==> src/design/three_point_inverse_interpolation_macros.svh <==
// Assertion helpers for the block's top-level RTL file.
// Both expect a clock named clk and an active-low reset named rst_n in scope.
`ifndef THREE_POINT_INVERSE_INTERPOLATION_MACROS_SVH
`define THREE_POINT_INVERSE_INTERPOLATION_MACROS_SVH

// Checked only while out of reset.
`define TPII_ASSERT(label, prop, msg) \
  label: assert property (@(posedge clk) disable iff (!rst_n) prop) else $error(msg);

// Checked at every edge, reset included.
`define TPII_ASSERT_ALWAYS(label, prop, msg) \
  label: assert property (@(posedge clk) prop) else $error(msg);

`endif

==> src/design/tpii_pkg.sv <==
// ----------------------------------------------------------------------------
// tpii_pkg
// Types and fixed-point constants of the three-point inverse interpolator.
// ----------------------------------------------------------------------------
`default_nettype none

package tpii_pkg;

  localparam int QF        = 16;  // fraction bits of Q16.16
  localparam int XW        = 32;  // input and result words
  localparam int UW        = 33;  // first differences, x span
  localparam int CW        = 34;  // second difference, a+b, 2*u1
  localparam int NW        = 25;  // offset n, held within +-255.0
  localparam int TW        = 39;  // t1, t2 after saturation
  localparam int OPW       = 39;  // wide multiplier operand
  localparam int MAC_SPLIT = 20;  // low slice of the wide operand
  localparam int PW        = 64;  // full product
  localparam int NUMW      = 49;  // numerator
  localparam int DENW      = 40;  // denominator
  localparam int QW        = 17;  // quotient magnitude, up to 1.0
  localparam int DW        = 18;  // signed step
  localparam int ITW       = 8;   // iteration count
  localparam int TOLW      = 17;  // tolerance register
  localparam int DIV_STEPS = 16;  // quotient bits below the binary point
  localparam int CNTW      = 5;   // holds DIV_STEPS

  localparam logic [QW-1:0]          ONE_Q16   = 17'd65536;
  localparam logic [TOLW-1:0]        TOL_RESET = 17'd66;
  localparam logic signed [NW-1:0]   N_LIMIT   = 25'sd16711680;
  localparam logic signed [TW-1:0]   T_LIMIT   = 39'sh3F_FFFF_FFFF;
  localparam logic signed [XW-1:0]   X_MAX     = 32'sh7FFF_FFFF;
  localparam logic signed [XW-1:0]   X_MIN     = 32'sh8000_0000;

  typedef enum logic [1:0] {
    STATUS_CONVERGED  = 2'd0,
    STATUS_ITER_LIMIT = 2'd1,
    STATUS_ZERO_DEN   = 2'd2
  } status_t;

  typedef enum logic [3:0] {
    ST_IDLE,
    ST_PREP1,
    ST_PREP2,
    ST_CHK,
    ST_T1_WAIT,
    ST_T2,
    ST_NUM_MUL,
    ST_NUM_WAIT,
    ST_DEN,
    ST_DIV_WAIT,
    ST_UPD,
    ST_XMUL,
    ST_X_WAIT,
    ST_XOUT
  } state_t;

  typedef struct packed {
    logic                  start;
    logic signed [NW-1:0]  n;
    logic signed [OPW-1:0] op;
  } mac_req_t;

  typedef struct packed {
    logic                 done;
    logic signed [PW-1:0] prod;
  } mac_rsp_t;

  typedef struct packed {
    logic            start;
    logic [NUMW-1:0] un;
    logic [DENW-1:0] ud;
  } div_req_t;

  typedef struct packed {
    logic          done;
    logic [QW-1:0] q;
  } div_rsp_t;

endpackage

`default_nettype wire

==> src/design/three_point_inverse_interpolation.sv <==
// Three-point inverse interpolator. A word passes through the setup states
// PREP1 and PREP2, then at most MAX_ITERATIONS Newton steps (a multiply for
// c*n, another for n*t2, and a restoring division), and then a last multiply
// that forms x_result before it is handed over. The serial divider and the
// single shared multiplier set how long a word takes. in_ready is high only
// while the sequencer is idle; a finished result waits in the output register
// and does not block the next word. The tolerance register may be written at
// any cycle while idle.
`default_nettype none

`include "three_point_inverse_interpolation_macros.svh"

module three_point_inverse_interpolation #(
  parameter int MAX_ITERATIONS = 30
) (
  input  wire logic                          clk,
  input  wire logic                          rst_n,
  input  wire logic                          cfg_valid,
  output logic                               cfg_ready,
  input  wire logic [tpii_pkg::TOLW-1:0]     cfg_tolerance,
  input  wire logic                          in_valid,
  output logic                               in_ready,
  input  wire logic signed [tpii_pkg::XW-1:0] in_x_first,
  input  wire logic signed [tpii_pkg::XW-1:0] in_x_middle,
  input  wire logic signed [tpii_pkg::XW-1:0] in_y_first,
  input  wire logic signed [tpii_pkg::XW-1:0] in_y_middle,
  input  wire logic signed [tpii_pkg::XW-1:0] in_y_last,
  input  wire logic signed [tpii_pkg::XW-1:0] in_target_y,
  output logic                               out_valid,
  input  wire logic                          out_ready,
  output logic signed [tpii_pkg::XW-1:0]     out_x_result,
  output logic [1:0]                         out_status,
  output logic [tpii_pkg::ITW-1:0]           out_iterations_used
);

  localparam int PW = tpii_pkg::PW;

  tpii_pkg::state_t  state_r, state_nxt;
  tpii_pkg::status_t stat_r, stat_nxt;
  tpii_pkg::status_t out_stat_r, out_stat_nxt;

  logic                              out_valid_r, out_valid_nxt;
  logic [tpii_pkg::TOLW-1:0]         tol_r, tol_nxt;
  logic [tpii_pkg::ITW-1:0]          iter_r, iter_nxt;
  logic signed [tpii_pkg::NW-1:0]    n_r, n_nxt;

  logic signed [tpii_pkg::XW-1:0]    x0_r, x0_nxt, x1_r, x1_nxt;
  logic signed [tpii_pkg::XW-1:0]    y0_r, y0_nxt, y1_r, y1_nxt, y2_r, y2_nxt;
  logic signed [tpii_pkg::XW-1:0]    ty_r, ty_nxt;
  logic signed [tpii_pkg::UW-1:0]    a_r, a_nxt, b_r, b_nxt, dx_r, dx_nxt;
  logic signed [tpii_pkg::CW-1:0]    c_r, c_nxt, s_r, s_nxt, dy_r, dy_nxt;
  logic signed [tpii_pkg::TW-1:0]    t1_r, t1_nxt, t2_r, t2_nxt;
  logic signed [tpii_pkg::NUMW-1:0]  num_r, num_nxt;
  logic signed [tpii_pkg::DENW-1:0]  den_r, den_nxt;
  logic signed [tpii_pkg::XW-1:0]    out_x_r, out_x_nxt;
  logic [tpii_pkg::ITW-1:0]          out_iter_r, out_iter_nxt;

  tpii_pkg::mac_req_t mac_req;
  tpii_pkg::mac_rsp_t mac_rsp;
  tpii_pkg::div_req_t div_req;
  tpii_pkg::div_rsp_t div_rsp;

  logic                              at_limit;
  logic                              den_zero;
  logic                              step_neg;
  logic signed [tpii_pkg::DW-1:0]    q_s;
  logic signed [tpii_pkg::DW-1:0]    step;
  logic signed [tpii_pkg::NW:0]      n_sum;
  logic signed [tpii_pkg::NW-1:0]    n_upd;
  logic signed [PW-1:0]              prod_q;
  logic signed [PW-1:0]              x_sum;
  logic signed [tpii_pkg::XW-1:0]    x_sat;
  logic                              converged;
  logic                              out_load;

  function automatic logic signed [tpii_pkg::TW-1:0] clamp_t(input logic signed [PW-1:0] v);
    logic signed [tpii_pkg::TW-1:0] r;
    if (v > PW'(tpii_pkg::T_LIMIT)) r = tpii_pkg::T_LIMIT;
    else if (v < -PW'(tpii_pkg::T_LIMIT)) r = -tpii_pkg::T_LIMIT;
    else r = tpii_pkg::TW'(v);
    return r;
  endfunction

  tpii_mac u_mac (
    .clk   (clk),
    .rst_n (rst_n),
    .req   (mac_req),
    .rsp   (mac_rsp)
  );

  tpii_div u_div (
    .clk   (clk),
    .rst_n (rst_n),
    .req   (div_req),
    .rsp   (div_rsp)
  );

  // Shared arithmetic around the sequencer.
  always_comb begin
    at_limit  = iter_r == tpii_pkg::ITW'(MAX_ITERATIONS);
    den_zero  = den_r == '0;
    // The step is -(num/den), so it is negative when both have the same sign.
    step_neg  = num_r[tpii_pkg::NUMW-1] == den_r[tpii_pkg::DENW-1];
    q_s       = $signed({1'b0, div_rsp.q});
    step      = step_neg ? -q_s : q_s;
    n_sum     = (tpii_pkg::NW + 1)'(n_r) + (tpii_pkg::NW + 1)'(step);
    if (n_sum > (tpii_pkg::NW + 1)'(tpii_pkg::N_LIMIT)) n_upd = tpii_pkg::N_LIMIT;
    else if (n_sum < -(tpii_pkg::NW + 1)'(tpii_pkg::N_LIMIT)) n_upd = -tpii_pkg::N_LIMIT;
    else n_upd = tpii_pkg::NW'(n_sum);
    converged = tpii_pkg::TOLW'(div_rsp.q) < tol_r;
    prod_q    = mac_rsp.prod >>> tpii_pkg::QF;
    x_sum     = PW'(x1_r) + prod_q;
    if (x_sum > PW'(tpii_pkg::X_MAX)) x_sat = tpii_pkg::X_MAX;
    else if (x_sum < PW'(tpii_pkg::X_MIN)) x_sat = tpii_pkg::X_MIN;
    else x_sat = tpii_pkg::XW'(x_sum);
    out_load  = !out_valid_r || out_ready;
  end

  // Next state.
  always_comb begin
    state_nxt = state_r;
    case (state_r)
      tpii_pkg::ST_IDLE:     if (in_valid) state_nxt = tpii_pkg::ST_PREP1;
      tpii_pkg::ST_PREP1:    state_nxt = tpii_pkg::ST_PREP2;
      tpii_pkg::ST_PREP2:    state_nxt = tpii_pkg::ST_CHK;
      tpii_pkg::ST_CHK:      state_nxt = at_limit ? tpii_pkg::ST_XMUL : tpii_pkg::ST_T1_WAIT;
      tpii_pkg::ST_T1_WAIT:  if (mac_rsp.done) state_nxt = tpii_pkg::ST_T2;
      tpii_pkg::ST_T2:       state_nxt = tpii_pkg::ST_NUM_MUL;
      tpii_pkg::ST_NUM_MUL:  state_nxt = tpii_pkg::ST_NUM_WAIT;
      tpii_pkg::ST_NUM_WAIT: if (mac_rsp.done) state_nxt = tpii_pkg::ST_DEN;
      tpii_pkg::ST_DEN:      state_nxt = den_zero ? tpii_pkg::ST_XMUL : tpii_pkg::ST_DIV_WAIT;
      tpii_pkg::ST_DIV_WAIT: if (div_rsp.done) state_nxt = tpii_pkg::ST_UPD;
      tpii_pkg::ST_UPD:      state_nxt = converged ? tpii_pkg::ST_XMUL : tpii_pkg::ST_CHK;
      tpii_pkg::ST_XMUL:     state_nxt = tpii_pkg::ST_X_WAIT;
      tpii_pkg::ST_X_WAIT:   if (mac_rsp.done) state_nxt = tpii_pkg::ST_XOUT;
      tpii_pkg::ST_XOUT:     if (out_load) state_nxt = tpii_pkg::ST_IDLE;
      default:               state_nxt = tpii_pkg::ST_IDLE;
    endcase
  end

  // Sequencer outputs.
  always_comb begin
    in_ready      = 1'b0;
    mac_req.start = 1'b0;
    mac_req.n     = n_r;
    mac_req.op    = tpii_pkg::OPW'(dx_r);
    div_req.start = 1'b0;
    div_req.un    = num_r[tpii_pkg::NUMW-1] ? tpii_pkg::NUMW'(-num_r) : tpii_pkg::NUMW'(num_r);
    div_req.ud    = den_r[tpii_pkg::DENW-1] ? tpii_pkg::DENW'(-den_r) : tpii_pkg::DENW'(den_r);
    case (state_r)
      tpii_pkg::ST_IDLE: in_ready = 1'b1;
      tpii_pkg::ST_CHK: begin
        mac_req.start = !at_limit;
        mac_req.op    = tpii_pkg::OPW'(c_r);
      end
      tpii_pkg::ST_NUM_MUL: begin
        mac_req.start = 1'b1;
        mac_req.op    = tpii_pkg::OPW'(t2_r);
      end
      tpii_pkg::ST_DEN:  div_req.start = !den_zero;
      tpii_pkg::ST_XMUL: mac_req.start = 1'b1;
      default: ;
    endcase
  end

  // Datapath register updates.
  always_comb begin
    stat_nxt      = stat_r;
    out_stat_nxt  = out_stat_r;
    out_valid_nxt = out_valid_r;
    tol_nxt       = tol_r;
    iter_nxt      = iter_r;
    n_nxt         = n_r;
    x0_nxt        = x0_r;
    x1_nxt        = x1_r;
    y0_nxt        = y0_r;
    y1_nxt        = y1_r;
    y2_nxt        = y2_r;
    ty_nxt        = ty_r;
    a_nxt         = a_r;
    b_nxt         = b_r;
    dx_nxt        = dx_r;
    c_nxt         = c_r;
    s_nxt         = s_r;
    dy_nxt        = dy_r;
    t1_nxt        = t1_r;
    t2_nxt        = t2_r;
    num_nxt       = num_r;
    den_nxt       = den_r;
    out_x_nxt     = out_x_r;
    out_iter_nxt  = out_iter_r;

    if (cfg_valid) tol_nxt = cfg_tolerance;
    if (out_ready) out_valid_nxt = 1'b0;

    case (state_r)
      tpii_pkg::ST_IDLE: begin
        if (in_valid) begin
          x0_nxt   = in_x_first;
          x1_nxt   = in_x_middle;
          y0_nxt   = in_y_first;
          y1_nxt   = in_y_middle;
          y2_nxt   = in_y_last;
          ty_nxt   = in_target_y;
          n_nxt    = '0;
          iter_nxt = '0;
        end
      end
      tpii_pkg::ST_PREP1: begin
        // The target cancels in the differences; it only enters 2*u1.
        a_nxt  = tpii_pkg::UW'(y1_r) - tpii_pkg::UW'(y0_r);
        b_nxt  = tpii_pkg::UW'(y2_r) - tpii_pkg::UW'(y1_r);
        dx_nxt = tpii_pkg::UW'(x1_r) - tpii_pkg::UW'(x0_r);
        dy_nxt = (tpii_pkg::CW'(y1_r) - tpii_pkg::CW'(ty_r)) <<< 1;
      end
      tpii_pkg::ST_PREP2: begin
        c_nxt = tpii_pkg::CW'(b_r) - tpii_pkg::CW'(a_r);
        s_nxt = tpii_pkg::CW'(a_r) + tpii_pkg::CW'(b_r);
      end
      tpii_pkg::ST_CHK: begin
        if (at_limit) stat_nxt = tpii_pkg::STATUS_ITER_LIMIT;
      end
      tpii_pkg::ST_T1_WAIT: begin
        if (mac_rsp.done) t1_nxt = clamp_t(prod_q);
      end
      tpii_pkg::ST_T2: begin
        t2_nxt = clamp_t(PW'(s_r) + PW'(t1_r));
      end
      tpii_pkg::ST_NUM_WAIT: begin
        if (mac_rsp.done) begin
          num_nxt = tpii_pkg::NUMW'(PW'(dy_r) + prod_q);
          den_nxt = tpii_pkg::DENW'(t1_r) + tpii_pkg::DENW'(t2_r);
        end
      end
      tpii_pkg::ST_DEN: begin
        if (den_zero) stat_nxt = tpii_pkg::STATUS_ZERO_DEN;
      end
      tpii_pkg::ST_UPD: begin
        n_nxt    = n_upd;
        iter_nxt = iter_r + tpii_pkg::ITW'(1);
        if (converged) stat_nxt = tpii_pkg::STATUS_CONVERGED;
      end
      tpii_pkg::ST_XOUT: begin
        if (out_load) begin
          out_x_nxt     = x_sat;
          out_stat_nxt  = stat_r;
          out_iter_nxt  = iter_r;
          out_valid_nxt = 1'b1;
        end
      end
      default: ;
    endcase
  end

  always_ff @(posedge clk) begin
    if (!rst_n) begin
      state_r     <= tpii_pkg::ST_IDLE;
      out_valid_r <= 1'b0;
      tol_r       <= tpii_pkg::TOL_RESET;
      iter_r      <= '0;
      n_r         <= '0;
      stat_r      <= tpii_pkg::STATUS_ITER_LIMIT;
    end else begin
      state_r     <= state_nxt;
      out_valid_r <= out_valid_nxt;
      tol_r       <= tol_nxt;
      iter_r      <= iter_nxt;
      n_r         <= n_nxt;
      stat_r      <= stat_nxt;
    end
  end

  always_ff @(posedge clk) begin
    x0_r       <= x0_nxt;
    x1_r       <= x1_nxt;
    y0_r       <= y0_nxt;
    y1_r       <= y1_nxt;
    y2_r       <= y2_nxt;
    ty_r       <= ty_nxt;
    a_r        <= a_nxt;
    b_r        <= b_nxt;
    dx_r       <= dx_nxt;
    c_r        <= c_nxt;
    s_r        <= s_nxt;
    dy_r       <= dy_nxt;
    t1_r       <= t1_nxt;
    t2_r       <= t2_nxt;
    num_r      <= num_nxt;
    den_r      <= den_nxt;
    out_x_r    <= out_x_nxt;
    out_stat_r <= out_stat_nxt;
    out_iter_r <= out_iter_nxt;
  end

  assign cfg_ready           = 1'b1;
  assign out_valid           = out_valid_r;
  assign out_x_result        = out_x_r;
  assign out_status          = out_stat_r;
  assign out_iterations_used = out_iter_r;

  `TPII_ASSERT_ALWAYS(a_reset_idle, !rst_n |=> (state_r == tpii_pkg::ST_IDLE) && !out_valid, "reset did not idle the block")
  `TPII_ASSERT(a_iter_bound, iter_r <= tpii_pkg::ITW'(MAX_ITERATIONS), "step count beyond the limit")
  `TPII_ASSERT(a_n_bound, (n_r <= tpii_pkg::N_LIMIT) && (n_r >= -tpii_pkg::N_LIMIT), "offset n out of range")
  `TPII_ASSERT(a_accept_starts, (in_valid && in_ready) |=> (state_r == tpii_pkg::ST_PREP1), "accepted word did not start")
  `TPII_ASSERT(a_limit_count, (out_valid && (out_status == tpii_pkg::STATUS_ITER_LIMIT)) |-> (out_iterations_used == tpii_pkg::ITW'(MAX_ITERATIONS)), "limit status with short count")

endmodule

`default_nettype wire

==> src/design/tpii_mac.sv <==
// ----------------------------------------------------------------------------
// tpii_mac
// Shared multiplier: n times a wide operand. The operands are registered at
// start, the two narrow partial products are then formed in turn and summed,
// and done rises together with the registered sum.
// ----------------------------------------------------------------------------
`default_nettype none

module tpii_mac (
  input  wire logic               clk,
  input  wire logic               rst_n,
  input  wire tpii_pkg::mac_req_t req,
  output tpii_pkg::mac_rsp_t      rsp
);

  localparam int LOW = tpii_pkg::MAC_SPLIT;
  localparam int PLW = tpii_pkg::NW + LOW + 1;
  localparam int PHW = tpii_pkg::NW + tpii_pkg::OPW - LOW;

  logic [1:0]                            phase_r, phase_nxt;
  logic                                  done_r, done_nxt;
  logic signed [tpii_pkg::NW-1:0]        n_r;
  logic signed [tpii_pkg::OPW-1:0]       op_r;
  logic signed [PLW-1:0]                 pl_r;
  logic signed [PHW-1:0]                 ph_r;
  logic signed [tpii_pkg::PW-1:0]        prod_r;

  always_comb begin
    phase_nxt = phase_r;
    done_nxt  = 1'b0;
    case (phase_r)
      2'd0: if (req.start) phase_nxt = 2'd1;
      2'd1: phase_nxt = 2'd2;
      2'd2: phase_nxt = 2'd3;
      2'd3: begin
        phase_nxt = 2'd0;
        done_nxt  = 1'b1;
      end
      default: phase_nxt = 2'd0;
    endcase
  end

  always_ff @(posedge clk) begin
    if (!rst_n) begin
      phase_r <= 2'd0;
      done_r  <= 1'b0;
    end else begin
      phase_r <= phase_nxt;
      done_r  <= done_nxt;
    end
  end

  // The low slice is taken as unsigned, the high slice carries the sign.
  always_ff @(posedge clk) begin
    if (phase_r == 2'd0 && req.start) begin
      n_r  <= req.n;
      op_r <= req.op;
    end
    if (phase_r == 2'd1) pl_r <= n_r * $signed({1'b0, op_r[LOW-1:0]});
    if (phase_r == 2'd2) ph_r <= n_r * $signed(op_r[tpii_pkg::OPW-1:LOW]);
    if (phase_r == 2'd3) prod_r <= (tpii_pkg::PW'(ph_r) <<< LOW) + tpii_pkg::PW'(pl_r);
  end

  assign rsp.done = done_r;
  assign rsp.prod = prod_r;

endmodule

`default_nettype wire

==> src/design/tpii_div.sv <==
// ----------------------------------------------------------------------------
// tpii_div
// Restoring divider for the Newton step: (un << 16) / ud, one quotient bit
// per cycle, or exactly 1.0 when un is not below ud.
// ----------------------------------------------------------------------------
`default_nettype none

module tpii_div (
  input  wire logic               clk,
  input  wire logic               rst_n,
  input  wire tpii_pkg::div_req_t req,
  output tpii_pkg::div_rsp_t      rsp
);

  localparam int RW = tpii_pkg::DENW + 1;

  logic                         busy_r, busy_nxt;
  logic                         done_r, done_nxt;
  logic [tpii_pkg::CNTW-1:0]    cnt_r, cnt_nxt;
  logic [RW-1:0]                rem_r, rem_nxt;
  logic [tpii_pkg::DENW-1:0]    ud_r, ud_nxt;
  logic [tpii_pkg::QW-1:0]      q_r, q_nxt;
  logic [RW-1:0]                rem2;
  logic                         ge;
  logic                         big;

  always_comb begin
    rem2 = {rem_r[tpii_pkg::DENW-1:0], 1'b0};
    ge   = rem2 >= {1'b0, ud_r};
    big  = req.un >= tpii_pkg::NUMW'(req.ud);

    busy_nxt = busy_r;
    done_nxt = 1'b0;
    cnt_nxt  = cnt_r;
    rem_nxt  = rem_r;
    ud_nxt   = ud_r;
    q_nxt    = q_r;
    if (busy_r) begin
      rem_nxt = ge ? rem2 - {1'b0, ud_r} : rem2;
      q_nxt   = {q_r[tpii_pkg::QW-2:0], ge};
      cnt_nxt = cnt_r - tpii_pkg::CNTW'(1);
      if (cnt_r == tpii_pkg::CNTW'(1)) begin
        busy_nxt = 1'b0;
        done_nxt = 1'b1;
      end
    end else if (req.start) begin
      if (big) begin
        q_nxt    = tpii_pkg::ONE_Q16;
        done_nxt = 1'b1;
      end else begin
        // Here un < ud, so it fits the remainder.
        rem_nxt  = RW'(req.un[tpii_pkg::DENW-1:0]);
        ud_nxt   = req.ud;
        q_nxt    = '0;
        cnt_nxt  = tpii_pkg::CNTW'(tpii_pkg::DIV_STEPS);
        busy_nxt = 1'b1;
      end
    end
  end

  always_ff @(posedge clk) begin
    if (!rst_n) begin
      busy_r <= 1'b0;
      done_r <= 1'b0;
      cnt_r  <= '0;
    end else begin
      busy_r <= busy_nxt;
      done_r <= done_nxt;
      cnt_r  <= cnt_nxt;
    end
  end

  always_ff @(posedge clk) begin
    rem_r <= rem_nxt;
    ud_r  <= ud_nxt;
    q_r   <= q_nxt;
  end

  assign rsp.done = done_r;
  assign rsp.q    = q_r;

endmodule

`default_nettype wire

==> config.mk <==
export PLATFORM = sky130hd
export DESIGN_NAME = three_point_inverse_interpolation
export DESIGN_NICKNAME = d
export VERILOG_FILES = /design/src/design/tpii_pkg.sv /design/src/design/three_point_inverse_interpolation.sv /design/src/design/tpii_mac.sv /design/src/design/tpii_div.sv
export VERILOG_INCLUDE_DIRS = /design/src /design/src/design
export SDC_FILE = /design/constraint.sdc
export NUM_CORES = 2
export LEC_CHECK = 0
export BUFFER_PORTS_ARGS = -buffer_cell sky130_fd_sc_hd__buf_2
export CORE_MARGIN = 2
export CORE_UTILIZATION = 25
export CTS_CLUSTER_DIAMETER = 120
export CTS_CLUSTER_SIZE = 16
export DETAILED_ROUTE_END_ITERATION = 12
export GPL_ROUTABILITY_DRIVEN = 0
export PLACE_DENSITY = 0.49
export SLEW_MARGIN = 5
export SYNTH_ARGS = -nofsm -noshare
export SYNTH_HDL_FRONTEND = slang
export SYNTH_SLANG_ARGS = --single-unit
==> constraint.sdc <==
create_clock -name clk -period 12 [get_ports clk]
set_input_delay 0.6 -clock clk [delete_from_list [all_inputs] [get_ports clk]]
set_output_delay 0.6 -clock clk [all_outputs]
set_load 0.005 [all_outputs]
==> metrics.md <==
| Metric | Value |
|---|---|
| Status | complete, no violations |
| Slowest CP cell | edfxtp_1 |
| Layout Nets | 11,500 |
| Row count | around 220 |
| Total die area | 378,000 um^2 |
| CP endpoint kind | flip-flop |
| Syn. warnings | 0 |
| Mapped Area | 93,200 um^2 |
| Sink Count | 950 |
| Net Count, Synth | 11,300 |
| Synth-to-Final Area Change | 11.3% |
| Critical path startpoint category | flip-flop |
| Via count of the routed design | 66,500 |
| Maximum root-to-sink buffer count | 3 |
| FF-to-FF Start | u_mac.op_r[5]$_DFFE_PP_ |
| Die height | 615 um |
| Synth Instances | approximately 9,000 |
| Max Fclk | around 0.11 GHz |
| Worst Hold Launch | in_target_y[19] |
| Async S/R FF share, synth | 0% |
| Critical Path RT | 12,490 ps |
| RSZ-0062 raised after global routing | no |
| Cell mode on critical path | fa_1 |
| IO Pins | 259 |
| Slew headroom | 8.61% |
| Post-synthesis sequential area ratio | 29.9% |
| Via density | 4.57 |
| Total area of sequential cells | 27,900 um^2 |
| Crit path DAT | 9340 ps |
| CTS tree | done |
| Hold WC Path Type | input pin to flip-flop |
| Crit path time final | 8860 ps |
| WHS Endpoint | ty_r[19]$_DFFE_PP_ |
| Leading area contributor after synthesis | edfxtp_1 |
| Drc violations | 0 |
| WS Path Type | flip-flop to flip-flop |
| Drt total wl | roughly 290,000 um |
| Area of the multi-input gates | 59,100 um^2 |
| H-tree depth | 3 |
| Initial antenna violation count | 21 |
| Setup TNS | 0 ps |
| Clk_skew | 48.9 ps |
| HPWL after detailed placement | 228,000 um |
| First-pass GRT wire length | 437,000 um |
| Pins over their slew limit | 0 |
| TritonCTS Buffers | between 70 and 80 |
| CP max stage delay | between 900 and 1000 ps |
| Unique masters post-synth | 96 |
| Number of synthesized flops with an enable pin | 883 |
| Most frequent cell after synthesis | inv_1 |
| Port bufs | 257 |
| Antenna-violating nets left | 0 |
| Starting Density | 25.1% |
| Worst Max-Slew Pin Slew | 1360 ps |
| Top cells by count, synth | inv_1 (1,390), fa_1 (992), edfxtp_1 (883) |
| Vias in the first global route | 67,100 |
| Die width | 615 um |
| Clk_lat worst skew | 730 ps |
| Top_reg_cell synth | edfxtp_1 |
| CTS root buf | clkbuf_16 |
| Per-cell routed wire length | just under 20 um |
| # fillers | 39,600 |
| #FFs+latches synth | 950 |
| Synth area leaders | edfxtp_1 (28%), fa_1 (21%), ha_1 (11%) |
| WHS Path Cells | 1 |
| Final Setup Violations | 0 |
| Largest net degree at the start of global routing | 74 |
| Share of layout cells above drive strength 1 | 5.78% |
| Global route overflow | 0 |
| Worst R2R End | u_mac.pl_r[40]$_DFFE_PN_ |
| Post-Route Utilization | 27.9% |
| R2R Setup Slk | roughly 3100 ps |
| Max Cap Viol | 0 |
| Core area | 372,000 um^2 |
| Gr usage total | 15.2% |
| Share of Yosys cell area claimed by the top area cell type | 28.4% |
| Initial DRC count | just over 5,000 |
| Reg clk slew, reported paths | 80 ps |
| Final hold vios | 0 |
| DR pass1 iterations | 7 |
| Synth Area per Inst | 10.1 um^2 |
| CP Max Fanout | 25 |
| R2R cell count | 28 |
| Postcts setup bufs | 0 |
| Period Utilization, post-route | 73.8% |
-- per-layer routing --
| metal | track usage [%] | routed length, um |
|---|---|---|
| met2 | 24.4 | 131000 |
| met4 | 4.38 | 9270 |
| met5 | 0 | 0 |
| met1 | 21.5 | 135000 |
| met3 | 1.66 | 12800 |
-- worst max-delay path, delay by kind of cell, from the launching register on --
kind            cells  cell delay, ps
compound gates     10            2830
flops               1             910
fa+ha+maj           8            3680
simple gates        3             790
buf+inv             6             300
xor+xnor            1              90
-- final cells by class --
type | count | area share [%]
diodes | 42 | 0.101
clock buffers | 86 | 1.83
clock inverters | 13 | 0.211
inverters | 1390 | 5.03
multi-input cells | 6606 | 56.9
flip-flops and latches | 950 | 26.8
well taps | 4972 | 5.99
repair buffers | 473 | 3.06
-- metrics by stage --
stage / worst slack [ps] / hold slack, ps / cells / area (um^2)
after floorplan: 1490 / 400 / 9260 / 93200
after global placement: 3100 / 408 / 14300 / 100000
after detailed placement: 3140 / 416 / 14300 / 100000
after CTS: 3190 / 0.371 / 14500 / 104000
after global routing: 2630 / 18.1 / 14500 / 104000
final: 3140 / 60.6 / 14500 / 104000
-- flip-flops by register name, summed over array words and instances, names as in the netlist, 33 cells and up --
signal / cells
a_r: 33
b_r: 33
c_r: 34
den_r: 40
dx_r: 33
dy_r: 33
num_r: 49
s_r: 33
t1_r: 39
t2_r: 39
u_div.rem_r: 40
u_div.ud_r: 40
u_mac.op_r: 39
u_mac.ph_r: 44
u_mac.prod_r: 48
-- layout by cell type (no fill, tap or decap), types with 100 or more instances in the layout --
cell | Yosys | routed
buf_2 | 9 | 257
inv_1 | 1390 | 1389
nor2b_1 | 100 | 100
a21oi_1 | 444 | 443
ha_1 | 786 | 784
nor3_1 | 128 | 122
buf_4 | 2 | 107
edfxtp_1 | 883 | 883
nand2_1 | 742 | 742
dlygate4sd3_1 | 0 | 109
xor2_1 | 151 | 151
o21ai_0 | 330 | 330
fa_1 | 992 | 992
and2_1 | 584 | 584
o21a_1 | 101 | 101
nand3_1 | 105 | 105
nor2_1 | 460 | 455
xnor2_1 | 407 | 407
a21o_1 | 280 | 280
-- kinds of logic after synthesis --
logic type | Yosys count | share of synthesized area, %
buffers and inverters | 1704 | 6.89
xor gates and xnor gates | 558 | 5.24
muxes | 39 | 0.423
adders and majority gates | 1800 | 32.1
and+or+nand+nor | 2506 | 13.5
other | 1 | 0.00402
AOI/OAI and AO/OA | 1702 | 12.0
DFF | 950 | 29.9
-- timing repair --
item,in CTS,in global routing
gates resized for setup,0,0
endpoints found under the hold margin,109,0
hold buffers,109,0
-- worst max path at each step --
stage / from / to / slack [ps] / depth (start not counted)
final: u_mac.op_r[5]$_DFFE_PP_ / u_mac.pl_r[40]$_DFFE_PN_ / 3140 / 28
after CTS: u_mac.op_r[5]$_DFFE_PP_ / u_mac.pl_r[40]$_DFFE_PN_ / 3190 / 28
after global placement: u_mac.op_r[5]$_DFFE_PP_ / u_mac.pl_r[40]$_DFFE_PN_ / 3100 / 28
after floorplan: state_r[2]$_SDFFE_PN0P_ / a_r[0]$_DFFE_PP_ / 1490 / 3
after detailed placement: u_mac.op_r[5]$_DFFE_PP_ / u_mac.pl_r[40]$_DFFE_PN_ / 3140 / 28
after global routing: u_mac.op_r[5]$_DFFE_PP_ / u_mac.pl_r[40]$_DFFE_PN_ / 2630 / 28
Power is not shown: default switching activity piles up to over one toggle a cycle in this logic, so the estimate is an artifact.
